### config.mk
export PLATFORM = sky130hd
export DESIGN_NAME = rmem_edge_eval
export DESIGN_NICKNAME = d
export VERILOG_FILES = /design/src/hdl/rmem_pkg.sv /design/src/hdl/rmem_edge_eval.sv
export SDC_FILE = /design/constraint.sdc
export NUM_CORES = 1
export LEC_CHECK = 0
export BUFFER_PORTS_ARGS = -buffer_cell sky130_fd_sc_hd__buf_2
export CAP_MARGIN = 30
export CORE_AREA = 2 2 136 138
export CTS_BUF_LIST = sky130_fd_sc_hd__clkbuf_8
export DETAILED_ROUTE_END_ITERATION = 6
export DIE_AREA = 0 0 138 140
export PLACE_DENSITY = 0.65
export SYNTH_ARGS = -nofsm -noshare
export SYNTH_HDL_FRONTEND = slang
export SYNTH_SLANG_ARGS = --single-unit
### constraint.sdc
create_clock -name clock -period 3.9 [get_ports clock]
set_input_delay 0.39 -clock clock [delete_from_list [all_inputs] [get_ports clock]]
set_output_delay 0.39 -clock clock [all_outputs]
set_load 0.005 [all_outputs]
### src/hdl/rmem_pkg.sv
package rmem_pkg;

   localparam int MAX_COLS    = 1024;
   localparam int MAX_ROWS    = 4096;
   localparam int COL_W       = $clog2(MAX_COLS);
   localparam int ROW_W       = $clog2(MAX_ROWS);
   localparam int NUM_COLS_W  = 11;
   localparam int NUM_ROWS_W  = 13;
   localparam int WORD_W      = 32;
   localparam int CSR_IDX_W   = 2;
   localparam int MAX_RESULTS = 3;
   localparam int RSP_DATA_W  = ((ROW_W + COL_W + WORD_W + 7) / 8) * 8;
   localparam int RSP_USER_W  = 2;

   typedef enum logic [CSR_IDX_W-1:0] {
      REG_NUM_ROWS     = 2'd0,
      REG_NUM_COLS     = 2'd1,
      REG_BORDER_VALUE = 2'd2
   } reg_index_type;

   typedef struct packed {
      logic              missing;
      logic [WORD_W-1:0] value;
   } cell_type;

   typedef struct packed {
      cell_type top;
      cell_type mid;
   } line_word_type;

   typedef struct packed {
      logic [ROW_W-1:0]  row;
      logic [COL_W-1:0]  col;
      logic [WORD_W-1:0] value;
      logic              missing;
      logic              is_edge;
      logic              last;
   } result_type;

   typedef struct packed {
      logic [1:0]                         count;
      result_type [MAX_RESULTS-1:0]       slot;
   } result_set_type;

endpackage

### src/hdl/rmem_edge_eval.sv
module rmem_edge_eval (
   input  logic                              clock,
   input  logic                              reset,
   input  logic                              win_en,
   input  rmem_pkg::cell_type                inc,
   input  rmem_pkg::cell_type                top,
   input  rmem_pkg::cell_type                mid,
   input  logic [rmem_pkg::ROW_W-1:0]        row,
   input  logic [rmem_pkg::COL_W-1:0]        col,
   input  logic [rmem_pkg::ROW_W-1:0]        nr_m1,
   input  logic [rmem_pkg::COL_W-1:0]        nc_m1,
   input  logic [rmem_pkg::WORD_W-1:0]       border,
   output rmem_pkg::result_set_type          set
);

   rmem_pkg::cell_type   win_ff [6];
   rmem_pkg::cell_type   win_in [6];
   rmem_pkg::result_type res0;
   rmem_pkg::result_type res1;
   rmem_pkg::result_type res2;
   logic [rmem_pkg::ROW_W-1:0] prev_row;
   logic [rmem_pkg::COL_W-1:0] prev_col;
   logic                       en0;
   logic                       en1;
   logic                       en2;
   logic                       nbr_miss;
   logic                       is_edge0;

   function automatic rmem_pkg::result_type make_result(
      input logic [rmem_pkg::ROW_W-1:0]  r,
      input logic [rmem_pkg::COL_W-1:0]  c,
      input rmem_pkg::cell_type          src,
      input logic                        brd,
      input logic [rmem_pkg::WORD_W-1:0] bval
   );
      rmem_pkg::result_type res;
      res.row  = r;
      res.col  = c;
      res.last = 1'b0;
      if (src.missing) begin
         res.value   = '0;
         res.missing = 1'b1;
         res.is_edge = 1'b0;
      end else if (brd) begin
         res.value   = bval;
         res.missing = 1'b0;
         res.is_edge = 1'b1;
      end else begin
         res.value   = src.value;
         res.missing = 1'b0;
         res.is_edge = 1'b0;
      end
      return res;
   endfunction

   always_comb begin
      prev_row = row - 1'b1;
      prev_col = col - 1'b1;
      en0      = (row != '0) && (col != '0);
      en1      = (row != '0) && (col == nc_m1);
      en2      = (row == nr_m1);
      nbr_miss = win_ff[0].missing || win_ff[2].missing || win_ff[3].missing ||
                 win_ff[4].missing || win_ff[5].missing || top.missing ||
                 mid.missing || inc.missing;
      is_edge0 = (prev_row == '0) || (prev_col == '0) || (prev_col == nc_m1) ||
                 (prev_row == nr_m1) || nbr_miss;
      res0 = make_result(prev_row, prev_col, win_ff[1], is_edge0, border);
      res1 = make_result(prev_row, col, mid, 1'b1, border);
      res2 = make_result(row, col, inc, 1'b1, border);

      set.count   = {1'b0, en0} + {1'b0, en1} + {1'b0, en2};
      set.slot[0] = en0 ? res0 : (en1 ? res1 : res2);
      set.slot[1] = (en0 && en1) ? res1 : res2;
      set.slot[2] = res2;
      set.slot[0].last = (set.count == 2'd1);
      set.slot[1].last = (set.count == 2'd2);
      set.slot[2].last = (set.count == 2'd3);
   end

   always_comb begin
      win_in[3] = win_ff[0];
      win_in[4] = win_ff[1];
      win_in[5] = win_ff[2];
      win_in[0] = top;
      win_in[1] = mid;
      win_in[2] = inc;
   end

   always_ff @(posedge clock) begin
      if (reset) begin
         for (int i = 0; i < 6; i++) begin
            win_ff[i] <= '0;
         end
      end else if (win_en) begin
         for (int i = 0; i < 6; i++) begin
            win_ff[i] <= win_in[i];
         end
      end
   end

endmodule

* After elaboration in Yosys (flattened, before gate mapping) *
Memory sizes are Yosys's and may differ from the RTL's.
Cells that the tools add are included.

cells by class
  equality and inequality tests = 7
  muxes and demuxes = 18
  bitwise gates (word level) = 6
  reduce and logical (&&, ||, !) cells = 18
  add/subtract/negate cells = 4

operators by type and width
  kind                                                 number
  two-way mux 33 bit                                   6
  two-way mux 57 bit                                   3
  two-way mux 34 bit                                   4
  equality test 12 bit                                 2
  equality test 10 bit                                 2
  logical NOT 12 bit                                   1
  nonzero test 12 bit                                  1
  subtractor 12 x 1 -> 12 bit, second input constant   1
  logical OR 1 bit                                     11
  logical NOT 10 bit                                   1
  nonzero test 10 bit                                  1
  subtractor 10 x 1 -> 10 bit, second input constant   1
  OR 1 bit                                             6
  two-way mux 1 bit                                    5
  equality test 2 bit, second input constant           2
  logical AND 1 bit                                    3
  adder 1 x 1 -> 2 bit                                 1
  adder 2 x 1 -> 2 bit                                 1
  equality test 2 x 1 -> 1 bit, second input constant  1

word-level totals
  output and inout bits = 173
  bits in registers = 0
  input bits = 178
  logic and storage cells = 54
  memories kept = 1
  memory bits (writable) = 198

memory list
  memory  words  width  read ports  clocked after Yosys merged registers in  wr ports  RTL line              source
  win_ff  6      33     6           0                                        6         rmem_edge_eval.sv:16  rmem_pkg::cell_type win_ff [6];

* Depth between registers and ports, before layout *
An unclocked memory read counts as a cell.

  word-level depth = 12
  gate-level depth with buffers = 13
  mapped depth without buffers = 9

* Worst setup path before layout *
Ideal clock, no wire load.

  kind = in2out
  from = in row[1] (netlist bit)
  to = out set[34] (netlist bit)
  data required time = 3.510 ns
  cell stages on the path = 11
  slack = 0.450 ns
  path buffers = 2
  arrival = 3.060 ns
  cells stage by stage = clkbuf_1 > inv_1 > ha_1 > or3b_4 > or4_4 > a221o_1 > a2111oi_4 > a211oi_2 > o211ai_4 > buf_6 > o221ai_2

RTL lines
  item                RTL line              source
  start: declaration  rmem_edge_eval.sv:8   input logic [rmem_pkg::ROW_W-1:0] row,
  end: declaration    rmem_edge_eval.sv:13  output rmem_pkg::result_set_type set

==> flow_metrics.py <==
metrics = {
    "run_status": {
        "status": "finished, final reports clean",
    },
    "power_and_ir_drop": {
        "powerDensity_nw_per_um2": 196.9,
        "peakVddDrop_mv": 0.1097,
        "p_leak_nw": 3.034,
    },
    "global_routing": {
        "grt_pass1_vias": 5149,
        "grt_usage_pct": 17.08,
        "grt_max_degree": 39,
        "antenna_found_initial": 0,
        "grt_pass1_wl_um": 26870,
        "overflow": 0,
    },
    "clock_network": {
        "post_cts_buffers": 0,
        "cts_buffers": 5,
        "hold_buffers": 0,
        "clkTransAtPathRegs_ps": 90,
        "htree_levels": 2,
        "clock_path_buffers": 2,
        "tritoncts": "yes",
        "clock_latency_ps": 300,
        "cts.sinks": 38,
        "post_cts_resized": 0,
        "clockRootBuffer": "clkbuf_8",
    },
    "critical_path": {
        "cp-end-kind": "primary output",
        "crit_arrival_ps": 3370,
        "critical_path_class": "input pin to primary output",
        "slowest_stage": "or4_4",
        "crit_top_cell": "buf_2",
        "cp_slowest_stage_delay_ps": 520,
        "crit_fanout": 16,
        "path_cells": "buf_2 -> inv_1 -> ha_1 -> or3b_4 -> or4_4 -> a221o_1 -> a2111oi_4 -> a211oi_4 -> o211ai_4 -> buf_12 -> o221ai_2 -> buf_2",
        "cp-start-kind": "input pin",
        "cp.required_ps": 3510,
    },
    "finish": {
        "top_regs": "win_ff: 38 flops",
        "top_register": "win_ff",
        "multi_input_area_um2": 3386,
        "fill_cells": 1832,
        "final_cell_area_um2": 6716,
        "layout-drive-gt1-share_pct": 42.64,
        "largest_reg_flops": 38,
        "fin_nets": 1045,
        "regArea_um2": 1141,
        "syn_to_final_growth_pct": 30.58,
        "antenna_cells": 0,
    },
    "placed_design": {
        "hpwlAfterDp_um": 13030,
        "port_buffers": 286,
        "gp_congestion": 0.8853,
        "placed_area_um2": 6595,
    },
    "drt": {
        "ant_nets": 0,
        "viasPerCell": 4.995,
        "drt_first_pass_iters": 4,
        "drc_errors": 0,
        "wirelength_um": 17500,
        "wl_per_cell_um": 16.02,
        "initialDrtViolationCount": 281,
        "vias": 5454,
    },
    "yosys": {
        "synthTopCellsByCount": "72 x and2_1, 57 x nand2_1, 44 x clkbuf_1, 43 x inv_1, 40 x nand3_1",
        "syn_area_per_cell_um2": 8.088,
        "ys_types": 62,
        "synth.cell_area_um2": 5144,
        "postSynthCellCount": 636,
        "synth_nets": 819,
        "synth_seq_area_share_pct": 22.18,
        "yosysWarnings": 0,
        "synth_edf_count": 38,
        "yosys_most_used_dff": "edfxtp_1",
        "synthArstFlopShare_pct": 0,
        "synth_area_leaders": "edfxtp_1 22%, and2_1 8.8%, o221ai_2 8.8%, xnor2_1 5.6%, o31a_1 5.4%",
        "synth_most_common_cell": "and2_1",
        "ys_ff_latch": 38,
        "synth_top_area_cell": "edfxtp_1",
        "yosysTopAreaCellShare_pct": 22.18,
    },
    "floorplanning": {
        "initial_core_util_pct": 28.93,
        "die_area_um2": 19320,
        "die-height_um": 140,
        "num_rows": 49,
        "io-pin-count": 351,
        "core_um2": 17780,
        "die_x_um": 138,
    },
    "sta": {
        "setup_violations": 0,
        "setup_tns_ps": 0,
        "relSlewSlack_pct": 37.27,
        "finalCritPeriodShare_pct": 96.44,
        "tightest_slew_ps": 938.7,
        "rsz0062_at_grt": "no",
        "slew_viol_final": 0,
        "hold_viol_final": 0,
        "period_needed_ps": 3761,
        "max_clock_freq_mhz": 265.9,
        "skew_ps": 4.413,
    },
    "hold_path": {
        "hp-class": "input pin to flop",
    },
    "flow_run": {
        "maxCapViolations": 0,
    },
}
-- cells by family after synthesis --
logic type	after synthesis	synth area share (%)
AO/OA/AOI/OAI	108	21.36
XOR/XNOR	64	10.90
adder cells (fa/ha/maj)	5	1.362
buffers and inverters	134	12.82
flip-flops	38	22.18
multiplexers	4	0.8027
AND/OR/NAND/NOR	283	30.58
-- through the flow --
stage          util (%)  setup slack [ps]  hold WS (ps)  std cells  total power [mW]
6_report          37.78             138.8         351.7       1092             1.322
4_1_cts           37.57             100.3         339.0       1091             1.338
3_5_place_dp      37.09             115.4         550.1       1083             1.035
2_1_floorplan         -             450.1         525.4        636            0.8085
3_3_place_gp      37.09             144.4         537.8       1083             1.029
5_1_grt           37.78             5.359         339.3       1092             1.416
-- layer usage --
| metal | track usage, % | vias to the layer above | share of wire, % |
|---|---|---|---|
| li1 | - | 2640 | - |
| met1 | 21.09 | 2556 | 43 |
| met2 | 31.03 | 240 | 49 |
| met3 | 3.179 | 18 | 6.5 |
| met4 | 3.598 | 0 | 1.2 |
| met5 | 0 | - | 0 |
-- worst paths after layout --
kind         depth (start not counted)  slack, ps        endpoint     startpoint
min reg2reg                          1        570  win_ff[0][197]  win_ff[0][98]
min                                  2        350   win_ff[0][36]         mid[3]
max reg2reg                          1       3080  win_ff[0][164]  win_ff[0][65]
max                                 12        140         set[13]         row[0]
-- area by class of cell --
type | instances | area share, %
inverters | 43 | 2.403
flip-flops and latches | 38 | 16.99
well taps | 229 | 4.266
repair buffers | 310 | 24.66
multi-input cells | 464 | 50.41
clock inverters | 3 | 0.2422
clock buffers | 5 | 1.025
-- where the power goes --
part	leakage [nW]	switching [mW]	internal, mW	total (mW)
logic	2.58	0.293	0.240	0.533
registers	0.409	0.00882	0.484	0.493
clock network	0.0416	0.173	0.123	0.296
total	3.03	0.476	0.847	1.32
-- worst max-delay path, delay by kind of cell --
| kind | cells | cell delay, ps |
|---|---|---|
| AO/OA/AOI/OAI | 5 | 1210 |
| adder cells (fa/ha/maj) | 1 | 170 |
| buffers and inverters | 4 | 660 |
| AND/OR/NAND/NOR | 2 | 920 |
-- cells in the final DEF, fill, tap and decap left out, types with 7 or more instances in the layout --
cell type and instances:
buf_2 286, and2_1 72, nand2_1 57, inv_1 43
nand3_1 40, edfxtp_1 38, nor2b_1 34, xnor2_1 33
o31a_1 32, xor2_1 31, o221ai_2 30, nor2_1 24
buf_4 21, nor4_1 10, nor3_1 8, a21oi_1 7
o21ai_0 7, nand4_1 7
No activity file was read; power rests on OpenSTA's default activity.
