$ cat src/hdl/rmem_pkg.sv
package rmem_pkg;

   localparam int MAX_COLS    = 1024;
   localparam int MAX_ROWS    = 4096;
   localparam int COL_W       = $clog2(MAX_COLS);
   localparam int ROW_W       = $clog2(MAX_ROWS);
   localparam int NUM_COLS_W  = 11;
   localparam int NUM_ROWS_W  = 13;
   localparam int WORD_W      = 32;
   localparam int CSR_IDX_W   = 2;
   localparam int MAX_RESULTS = 3;
   localparam int RSP_DATA_W  = ((ROW_W + COL_W + WORD_W + 7) / 8) * 8;
   localparam int RSP_USER_W  = 2;

   typedef enum logic [CSR_IDX_W-1:0] {
      REG_NUM_ROWS     = 2'd0,
      REG_NUM_COLS     = 2'd1,
      REG_BORDER_VALUE = 2'd2
   } reg_index_type;

   typedef struct packed {
      logic              missing;
      logic [WORD_W-1:0] value;
   } cell_type;

   typedef struct packed {
      cell_type top;
      cell_type mid;
   } line_word_type;

   typedef struct packed {
      logic [ROW_W-1:0]  row;
      logic [COL_W-1:0]  col;
      logic [WORD_W-1:0] value;
      logic              missing;
      logic              is_edge;
      logic              last;
   } result_type;

   typedef struct packed {
      logic [1:0]                         count;
      result_type [MAX_RESULTS-1:0]       slot;
   } result_set_type;

endpackage

$ cat src/hdl/rmem_result_queue.sv
module rmem_result_queue (
   input  logic                                clock,
   input  logic                                reset,
   input  logic                                load,
   input  rmem_pkg::result_set_type            set,
   output logic                                can_load,
   output logic                                rsp_tvalid,
   input  logic                                rsp_tready,
   // row, col, value, zero pad
   output logic [rmem_pkg::RSP_DATA_W-1:0]     rsp_tdata,
   // missing, is_edge
   output logic [rmem_pkg::RSP_USER_W-1:0]     rsp_tuser,
   output logic                                rsp_tlast
);

   rmem_pkg::result_type slot_ff [rmem_pkg::MAX_RESULTS];
   rmem_pkg::result_type slot_in [rmem_pkg::MAX_RESULTS];
   logic [1:0]           cnt_ff;
   logic [1:0]           cnt_in;
   logic                 pop;

   assign rsp_tvalid = (cnt_ff != 2'd0);
   assign pop        = rsp_tvalid && rsp_tready;
   assign can_load   = (cnt_ff == 2'd0) || ((cnt_ff == 2'd1) && rsp_tready);

   always_comb begin
      cnt_in = cnt_ff;
      for (int i = 0; i < rmem_pkg::MAX_RESULTS; i++) begin
         slot_in[i] = slot_ff[i];
      end
      if (load) begin
         cnt_in = set.count;
         for (int i = 0; i < rmem_pkg::MAX_RESULTS; i++) begin
            slot_in[i] = set.slot[i];
         end
      end else if (pop) begin
         cnt_in = cnt_ff - 1'b1;
         for (int i = 0; i < rmem_pkg::MAX_RESULTS - 1; i++) begin
            slot_in[i] = slot_ff[i+1];
         end
      end
   end

   always_ff @(posedge clock) begin
      if (reset) begin
         cnt_ff <= 2'd0;
      end else begin
         cnt_ff <= cnt_in;
      end
   end

   always_ff @(posedge clock) begin
      for (int i = 0; i < rmem_pkg::MAX_RESULTS; i++) begin
         slot_ff[i] <= slot_in[i];
      end
   end

   assign rsp_tdata = {{(rmem_pkg::RSP_DATA_W - rmem_pkg::ROW_W - rmem_pkg::COL_W -
                         rmem_pkg::WORD_W){1'b0}},
                       slot_ff[0].value, slot_ff[0].col, slot_ff[0].row};
   assign rsp_tuser = {slot_ff[0].is_edge, slot_ff[0].missing};
   assign rsp_tlast = slot_ff[0].last;

`ifndef NO_ASSERTIONS
   a_hold_stall: assert property (@(posedge clock) disable iff (reset)
      rsp_tvalid && !rsp_tready |=> rsp_tvalid && $stable(rsp_tdata) && $stable(rsp_tuser)
         && $stable(rsp_tlast))
      else $error("result word changed while stalled");
   a_last_head: assert property (@(posedge clock) disable iff (reset)
      rsp_tvalid |-> (slot_ff[0].last == (cnt_ff == 2'd1)))
      else $error("last flag does not match queue fill");
   a_load_room: assert property (@(posedge clock) disable iff (reset)
      load |-> ((cnt_ff == 2'd0) || ((cnt_ff == 2'd1) && pop)))
      else $error("result set loaded over pending results");
   a_load_count: assert property (@(posedge clock) disable iff (reset)
      load |=> (cnt_ff == $past(set.count)))
      else $error("queue fill differs from loaded count");
`endif

endmodule

$ cat config.mk
export PLATFORM = sky130hd
export DESIGN_NAME = rmem_result_queue
export DESIGN_NICKNAME = d
export VERILOG_FILES = /design/src/hdl/rmem_pkg.sv /design/src/hdl/rmem_result_queue.sv
export SDC_FILE = /design/constraint.sdc
export NUM_CORES = 1
export LEC_CHECK = 0
export ABC_CLOCK_PERIOD_IN_PS = 6000
export BUFFER_PORTS_ARGS = -buffer_cell sky130_fd_sc_hd__buf_2
export CAP_MARGIN = 40
export CORE_MARGIN = 2
export CORE_UTILIZATION = 54
export DETAILED_ROUTE_END_ITERATION = 8
export GPL_TIMING_DRIVEN = 0
export PLACE_DENSITY_LB_ADDON = 0.1
export SLEW_MARGIN = 15
export SYNTH_ARGS = -nofsm -noshare
export SYNTH_HDL_FRONTEND = slang
export SYNTH_SLANG_ARGS = --single-unit
$ cat constraint.sdc
create_clock -name clock -period 6 [get_ports clock]
set_clock_uncertainty 0.2 [all_clocks]
set_input_delay 0.3 -clock clock [delete_from_list [all_inputs] [get_ports clock]]
set_output_delay 0.3 -clock clock [all_outputs]
set_load 0.02 [all_outputs]
==> results of run 1 <==
-- stage by stage --
stage	hold WS [ns]	cells	util	worst slack, ns	cell area, um^2
2_1_floorplan	0.169	377	-	3.12	7210
3_5_place_dp	0.278	790	0.660	2.96	8660
3_3_place_gp	0.276	788	0.655	1.38	8600
-- cells by family after synthesis --
| group | synth area share |
|---|---|
| other | 0.000521 |
| xor gates and xnor gates | 0.00122 |
| and+or+nand+nor | 0.00504 |
| AOI/OAI and AO/OA | 0.00278 |
| DFF | 0.718 |
| adders and majority gates | 0.00347 |
| buffers and inverters | 0.0759 |
| muxes | 0.193 |
==> metrics.yaml, run 1 <==
yosys:
  post-synth-top-area-fraction: 0.713
  synth_area_per_cell_um2: 19.2
  synth.cell_area_um2: 7200
  synthTopCellsByCount: "edfxtp_1, mux2_2, buf_4"
  synth_edf_count: 171
  ys_seq_area_frac: 0.718
  yosysTopAreaCell: "edfxtp_1"
  ys.flop_type: "edfxtp_1"
  ys_async_sr_fraction: 0
  yosys_register_bits: 173
  synth.area.top_cells: "edfxtp_1, mux2_2, buf_4"
  synth_cells: 376
  yosysMostFrequentCell: "edfxtp_1"
  yosys_warnings: 0
  synth_cell_types: 19
floorplan:
  start_util: 0.548
  fp-row-count: 42
  die_y_um: 120
  die_w_um: 120
  io_pins: 238
clock_network:
  htreeDepth: 4
  cts_root_buf: "clkbuf_16"
  cts_hold_buf: 165
  cts_setup_buffers: 0
  cts_buffers: 17
  clockBufferDepth: 2
  cts_sinks: 173
  post_cts_resize_count: 0
run_status:
  outcome: "did not finish"
  stop_error: "[ERROR RSZ-0060] Max buffer count reached."
  failed_stage: "4_1_cts"
placed_design:
  place_hpwl_mm: 9.44
  gp_congestion: 0.809
  io_buffers: 235
==> run 2: changes to the inputs <==
--- a/config.mk
+++ b/config.mk
@@ -9,10 +9,10 @@
 export BUFFER_PORTS_ARGS = -buffer_cell sky130_fd_sc_hd__buf_2
 export CAP_MARGIN = 40
 export CORE_MARGIN = 2
-export CORE_UTILIZATION = 54
+export CORE_UTILIZATION = 40
 export DETAILED_ROUTE_END_ITERATION = 8
 export GPL_TIMING_DRIVEN = 0
-export PLACE_DENSITY_LB_ADDON = 0.1
+export PLACE_DENSITY_LB_ADDON = 0.15
 export SLEW_MARGIN = 15
 export SYNTH_ARGS = -nofsm -noshare
 export SYNTH_HDL_FRONTEND = slang
==> metrics.yaml, run 2 <==
worst_setup_path:
  crit_cells: 6
  ff2ff_path_depth: 5
  path_common_cell: "buf_6"
  crit_path_cell_trace: "buf_4, buf_6, buf_6, buf_6, or2_4, buf_16"
  slowest_stage: "buf_4"
  cp_num_buf_inv: 5
  endpoint_kind: "flip-flop"
  start_kind: "input pin"
  critPathMaxStageDelay_ns: 0.61
  path_class: "in -> reg"
  crit_family: "buffers and inverters"
  worstPathRequired_ns: 5.90
  crit_arrival_ns: 2.30
  crit_fanout: 58
final_layout:
  fin_nets: 986
  regMostFlops: "slot_ff"
  final_cell_mix: "buf_2, dlygate4sd3_1, edfxtp_1, mux2_2, buf_4"
  largest_reg_flops: 171
  syn_to_final_growth_pct: 53.4
  fill_cells: 1378
  drive_gt1_frac: 0.547
  antennaDiodeCount: 0
  top_regs: "slot_ff (171), cnt_ff (2)"
  layout_commonest_cell: "buf_2"
power:
  p_int_mw: 2.43
  leakage_nw: 4.63
  vdd_drop_max_uv: 190
  p_sw_frac: 0.210
  p_sw_mw: 0.646
  power.density_nw_per_um2: 278
  seqPwrFrac: 0.487
  total_power_mw: 3.08
  pwr-share-clk: 0.362
  power.share.combinational: 0.151
sta:
  finalCritPeriodShare: 0.401
  rsz0062_at_grt: "no"
  drv_slew: 0
  setup_viol: 0
  timing.fmax_ghz: 0.415
  tns_ns: 0
  worst_slack_ns: 3.59
  maxSlewHeadroom: 0.477
  hold_viol_final: 0
  hold_ws_ns: 0.257
  worst_pin_slew_ns: 0.785
  fin_crit_ns: 2.41
global_routing:
  antenna_found_initial: 0
  grt_usage: 0.171
  grt_pass1_wl_mm: 25.7
  met1_usage: 0.191
  grt_pass1_vias: 5238
  busiest_layer: "met2"
  met2_usage: 0.306
  grt_use_met3: 0.0457
  grt_max_degree: 59
  overflow: 0
clock_network:
  cts_buffers: 17
  htreeDepth: 4
  cts_root_buf: "clkbuf_16"
  post_cts_resize_count: 0
  clockBufferDepth: 2
  cts_tree: "yes"
  clk_pin_slew_ns: 0.06
  clock_latency_ns: 0.42
  cts_sinks: 173
route:
  route.detailed.drc: 0
  wl_per_cell_um: 15.2
  ant_nets: 0
  drt-pass1-iter-count: 4
  drt_wl_total_mm: 15.9
  via_count: 4621
  drt_iter0_markers: 165
  viasPerCell: 4.42
yosys:
  yosys_register_bits: 173
  synth_area_per_cell_um2: 19.2
  post-synth-top-area-fraction: 0.713
  ys_async_sr_fraction: 0
  ys_seq_area_frac: 0.718
  yosysTopAreaCell: "edfxtp_1"
  yosysMostFrequentCell: "edfxtp_1"
  synth.area.top_cells: "edfxtp_1, mux2_2, buf_4"
  synth_edf_count: 171
  synthTopCellsByCount: "edfxtp_1, mux2_2, buf_4"
  ys.flop_type: "edfxtp_1"
  synth_cell_types: 19
  synth_cells: 376
  synth.cell_area_um2: 7200
  yosys_warnings: 0
floorplan:
  io_pins: 238
  start_util: 0.404
  coreArea_um2: 17800
  die_w_um: 138
  fp-row-count: 49
  die_y_um: 138
  dieArea_um2: 19100
placed_design:
  pre_cts_ws_ns: 3.11
  place_hpwl_mm: 9.82
  gp_congestion: 0.801
  io_buffers: 235
run_status:
  outcome: "finished clean"
worst_hold_path:
  min_delay_path_depth: 4
  timing.hold.worst.class: "in -> reg"
flow_run:
  max_cap_violations: 0
run 2: cell counts after synthesis:
No cell type changed its count.
run 2: routing by layer:
| layer | share of wire | vias up |
|---|---|---|
| met3 | 0.053 | 32 |
| li1 | - | 2221 |
| met4 | 0.029 | 0 |
| met2 | 0.53 | 161 |
| met1 | 0.39 | 2207 |
| met5 | 0 | - |
run 2: worst min-delay path: stages:
cell and delay, ns:
buf_2 0.10, and2b_1 0.18, xnor2_1 0.16, a211oi_1 0.08
run 2: stage by stage:
stage / area, um^2 / util / instances
detailed placement: 8720 / 0.489 / 843
global route: 11000 / 0.619 / 1046
finish: 11000 / 0.619 / 1046
floorplan: 7210 / - / 377
CTS: 11000 / 0.619 / 1046
global placement: 8670 / 0.486 / 841
run 2: final timing paths:
check        slack, ns       startpoint        endpoint
max               3.59             load  slot_ff[0][85]
min               0.26       rsp_tready       cnt_ff[0]
max reg2reg       3.83        cnt_ff[0]  slot_ff[0][85]
min reg2reg       0.34  slot_ff[0][106]  slot_ff[0][49]
run 2: cell type report:
type / instances / area [um^2] / area share
Tap cell: 229 / 287 / 0.0259
Timing Repair Buffer: 411 / 2970 / 0.269
Sequential cell: 173 / 5170 / 0.468
Buffer: 71 / 532 / 0.0481
Multi-Input combinational cell: 129 / 1490 / 0.135
Clock buffer: 21 / 440 / 0.0399
Inverter: 4 / 15.0 / 0.00136
Clock inverter: 8 / 144 / 0.0130
run 2: cell families (layout without fill, tap and decap cells):
group / Yosys count / count (layout) / share of synthesized area
AOI/OAI and AO/OA: 3 / 3 / 0.00278
DFF: 173 / 173 / 0.718
buffers and inverters: 75 / 515 / 0.0759
and+or+nand+nor: 7 / 7 / 0.00504
muxes: 114 / 114 / 0.193
xor gates and xnor gates: 1 / 1 / 0.00122
adders and majority gates: 2 / 2 / 0.00347
other: 1 / 2 / 0.000521
run 2: repair_timing:
action / CTS / global route
endpoints found under the hold margin: 173 / 0
buffers inserted: 0 / 0
hold buffers: 174 / 0
run 2: power groups by stage:
stage / Sequential, mW / Combinational [mW] / Clock (mW)
global route: 1.51 / 0.501 / 1.18
finish: 1.50 / 0.466 / 1.11
CTS: 1.50 / 0.464 / 1.14
detailed placement: 1.52 / 0.371 / 0
global placement: 1.52 / 0.358 / 0
floorplan: 1.52 / 0.235 / 0
Power figures use the tool's default switching activity.
==> run 3: changes to the inputs <==
--- a/config.mk
+++ b/config.mk
@@ -5,7 +5,7 @@
 export SDC_FILE = /design/constraint.sdc
 export NUM_CORES = 1
 export LEC_CHECK = 0
-export ABC_CLOCK_PERIOD_IN_PS = 6000
+export ABC_CLOCK_PERIOD_IN_PS = 2400
 export BUFFER_PORTS_ARGS = -buffer_cell sky130_fd_sc_hd__buf_2
 export CAP_MARGIN = 40
 export CORE_MARGIN = 2
==> constraint.sdc (replaced) <==
create_clock -name clock -period 2.4 [get_ports clock]
set_clock_uncertainty 0.2 [all_clocks]
set_input_delay 0.12 -clock clock [delete_from_list [all_inputs] [get_ports clock]]
set_output_delay 0.12 -clock clock [all_outputs]
set_load 0.02 [all_outputs]
==> metrics.yaml, run 3 (same netlist as run 2, synthesis figures left out) <==
power:
  vdd_drop_max_uv: 468
  seqPwrFrac: 0.501
  total_power_mw: 7.47
  power.share.combinational: 0.155
  p_sw_frac: 0.227
  pwr-share-clk: 0.344
  p_int_mw: 5.78
  power.density_nw_per_um2: 678
  leakage_nw: 4.61
  p_sw_mw: 1.70
route:
  route.met3.wl_um: 845
  wl_met2_mm: 8.44
  wl_met1_mm: 6.01
  drt-pass1-iter-count: 4
  viasPerCell: 4.41
  route.detailed.drc: 0
  wl_per_cell_um: 15.0
  via_count: 4627
  drt_iter0_markers: 139
  drt_wl_total_mm: 15.8
  routed.top_layer: "met4"
  ant_nets: 0
sta:
  hold_viol_final: 0
  hold_ws_ns: 0.0401
  finalCritPeriodShare: 0.873
  worst_slack_ns: 0.306
  maxSlewHeadroom: 0.478
  rsz0062_at_grt: "no"
  drv_slew: 0
  timing.fmax_ghz: 0.478
  worst_pin_slew_ns: 0.782
  setup_viol: 0
  fin_crit_ns: 2.09
clock_network:
  cts_hold_buf: 174
  clock_latency_ns: 0.42
  cts_sinks: 173
  post_cts_resize_count: 0
  cts_setup_buffers: 0
  cts_buffers: 17
  cts_tree: "yes"
  cts_root_buf: "clkbuf_16"
  htreeDepth: 4
  clk_pin_slew_ns: 0.07
  clockBufferDepth: 2
final_layout:
  fill_cells: 1379
  regMostFlops: "slot_ff"
  largest_reg_flops: 171
  layout_commonest_cell: "buf_2"
  fin_nets: 986
  top_regs: "slot_ff (171), cnt_ff (2)"
  final_cell_mix: "buf_2, dlygate4sd3_1, edfxtp_1, mux2_2, buf_4"
  syn_to_final_growth_pct: 53.0
  antennaDiodeCount: 0
  drive_gt1_frac: 0.549
flow_run:
  max_cap_violations: 0
global_routing:
  grt_pass1_vias: 5204
  grt_pass1_wl_mm: 25.0
  overflow: 0
  grt_usage: 0.166
  antenna_found_initial: 0
  grt_max_degree: 59
worst_setup_path:
  worstPathRequired_ns: 2.29
  path_class: "reg -> reg"
  start_kind: "flip-flop"
  crit_fanout: 52
  crit_arrival_ns: 1.99
  endpoint_kind: "flip-flop"
floorplan:
  die_y_um: 138
  fp-row-count: 49
  io_pins: 238
  start_util: 0.404
  dieArea_um2: 19100
  die_w_um: 138
  coreArea_um2: 17800
worst_hold_path:
  timing.hold.worst.class: "in -> reg"
run_status:
  outcome: "finished clean"
placed_design:
  gp_congestion: 0.770
  pre_cts_ws_ns: -0.168
  io_buffers: 235
  place_hpwl_mm: 9.97
-- run 3: changes by cell type in the layout (fill, tap and decap cells not counted), sizes merged --
cell,change
bufinv,-3
clkbuf,-4
clkinv,+3
clkinvlp,+3
inv,+4
-- run 3: power groups by stage --
stage          sequential [mW]  combinational (mW)  clock, mW
2_1_floorplan             3.78               0.590          0
3_3_place_gp              3.80               0.894          0
3_5_place_dp              3.81               0.931          0
4_1_cts                   3.74                1.16       2.63
5_1_grt                   3.77                1.24       2.75
6_report                  3.74                1.16       2.57
-- run 3: metal layers --
layer,vias up,global-route usage
li1,2228,-
met1,2207,0.175
met2,159,0.306
met3,33,0.0430
met4,0,0.0854
met5,-,0
-- run 3: worst paths after layout --
path / start / end / slack (ns) / cells after the start
max: cnt_ff[0] / slot_ff[0][17] / 0.31 / 5
min: rsp_tready / cnt_ff[0] / 0.04 / 4
max reg2reg: cnt_ff[0] / slot_ff[0][17] / 0.31 / 5
min reg2reg: slot_ff[0][112] / slot_ff[0][55] / 0.34 / 1
-- run 3: per-stage QoR --
step | instance area, um^2 | util | cells | setup TNS (ns)
detailed placement | 8730 | 0.489 | 843 | -16.86
global placement | 8670 | 0.486 | 841 | -164.66
CTS | 11000 | 0.618 | 1049 | 0
finish | 11000 | 0.618 | 1049 | 0
floorplan | 7210 | - | 377 | 0
global route | 11000 | 0.618 | 1049 | 0
-- run 3: cell type report --
type | instances | area, um^2 | share of cell area
sequential | 173 | 5170 | 0.470
timing repair buffer | 411 | 2980 | 0.270
multi-input combinational | 129 | 1490 | 0.135
buffer | 71 | 532 | 0.0483
clock buffer | 17 | 425 | 0.0386
tap | 229 | 287 | 0.0260
clock inverter | 15 | 121 | 0.0110
inverter | 4 | 15.0 | 0.00136
-- run 3: critical path: stages (launching register included) --
cell and delay, ns:
dfxtp_1 0.39, inv_1 0.07, ha_1 0.23, and2b_1 0.27, or2_4 0.28, buf_16 0.28
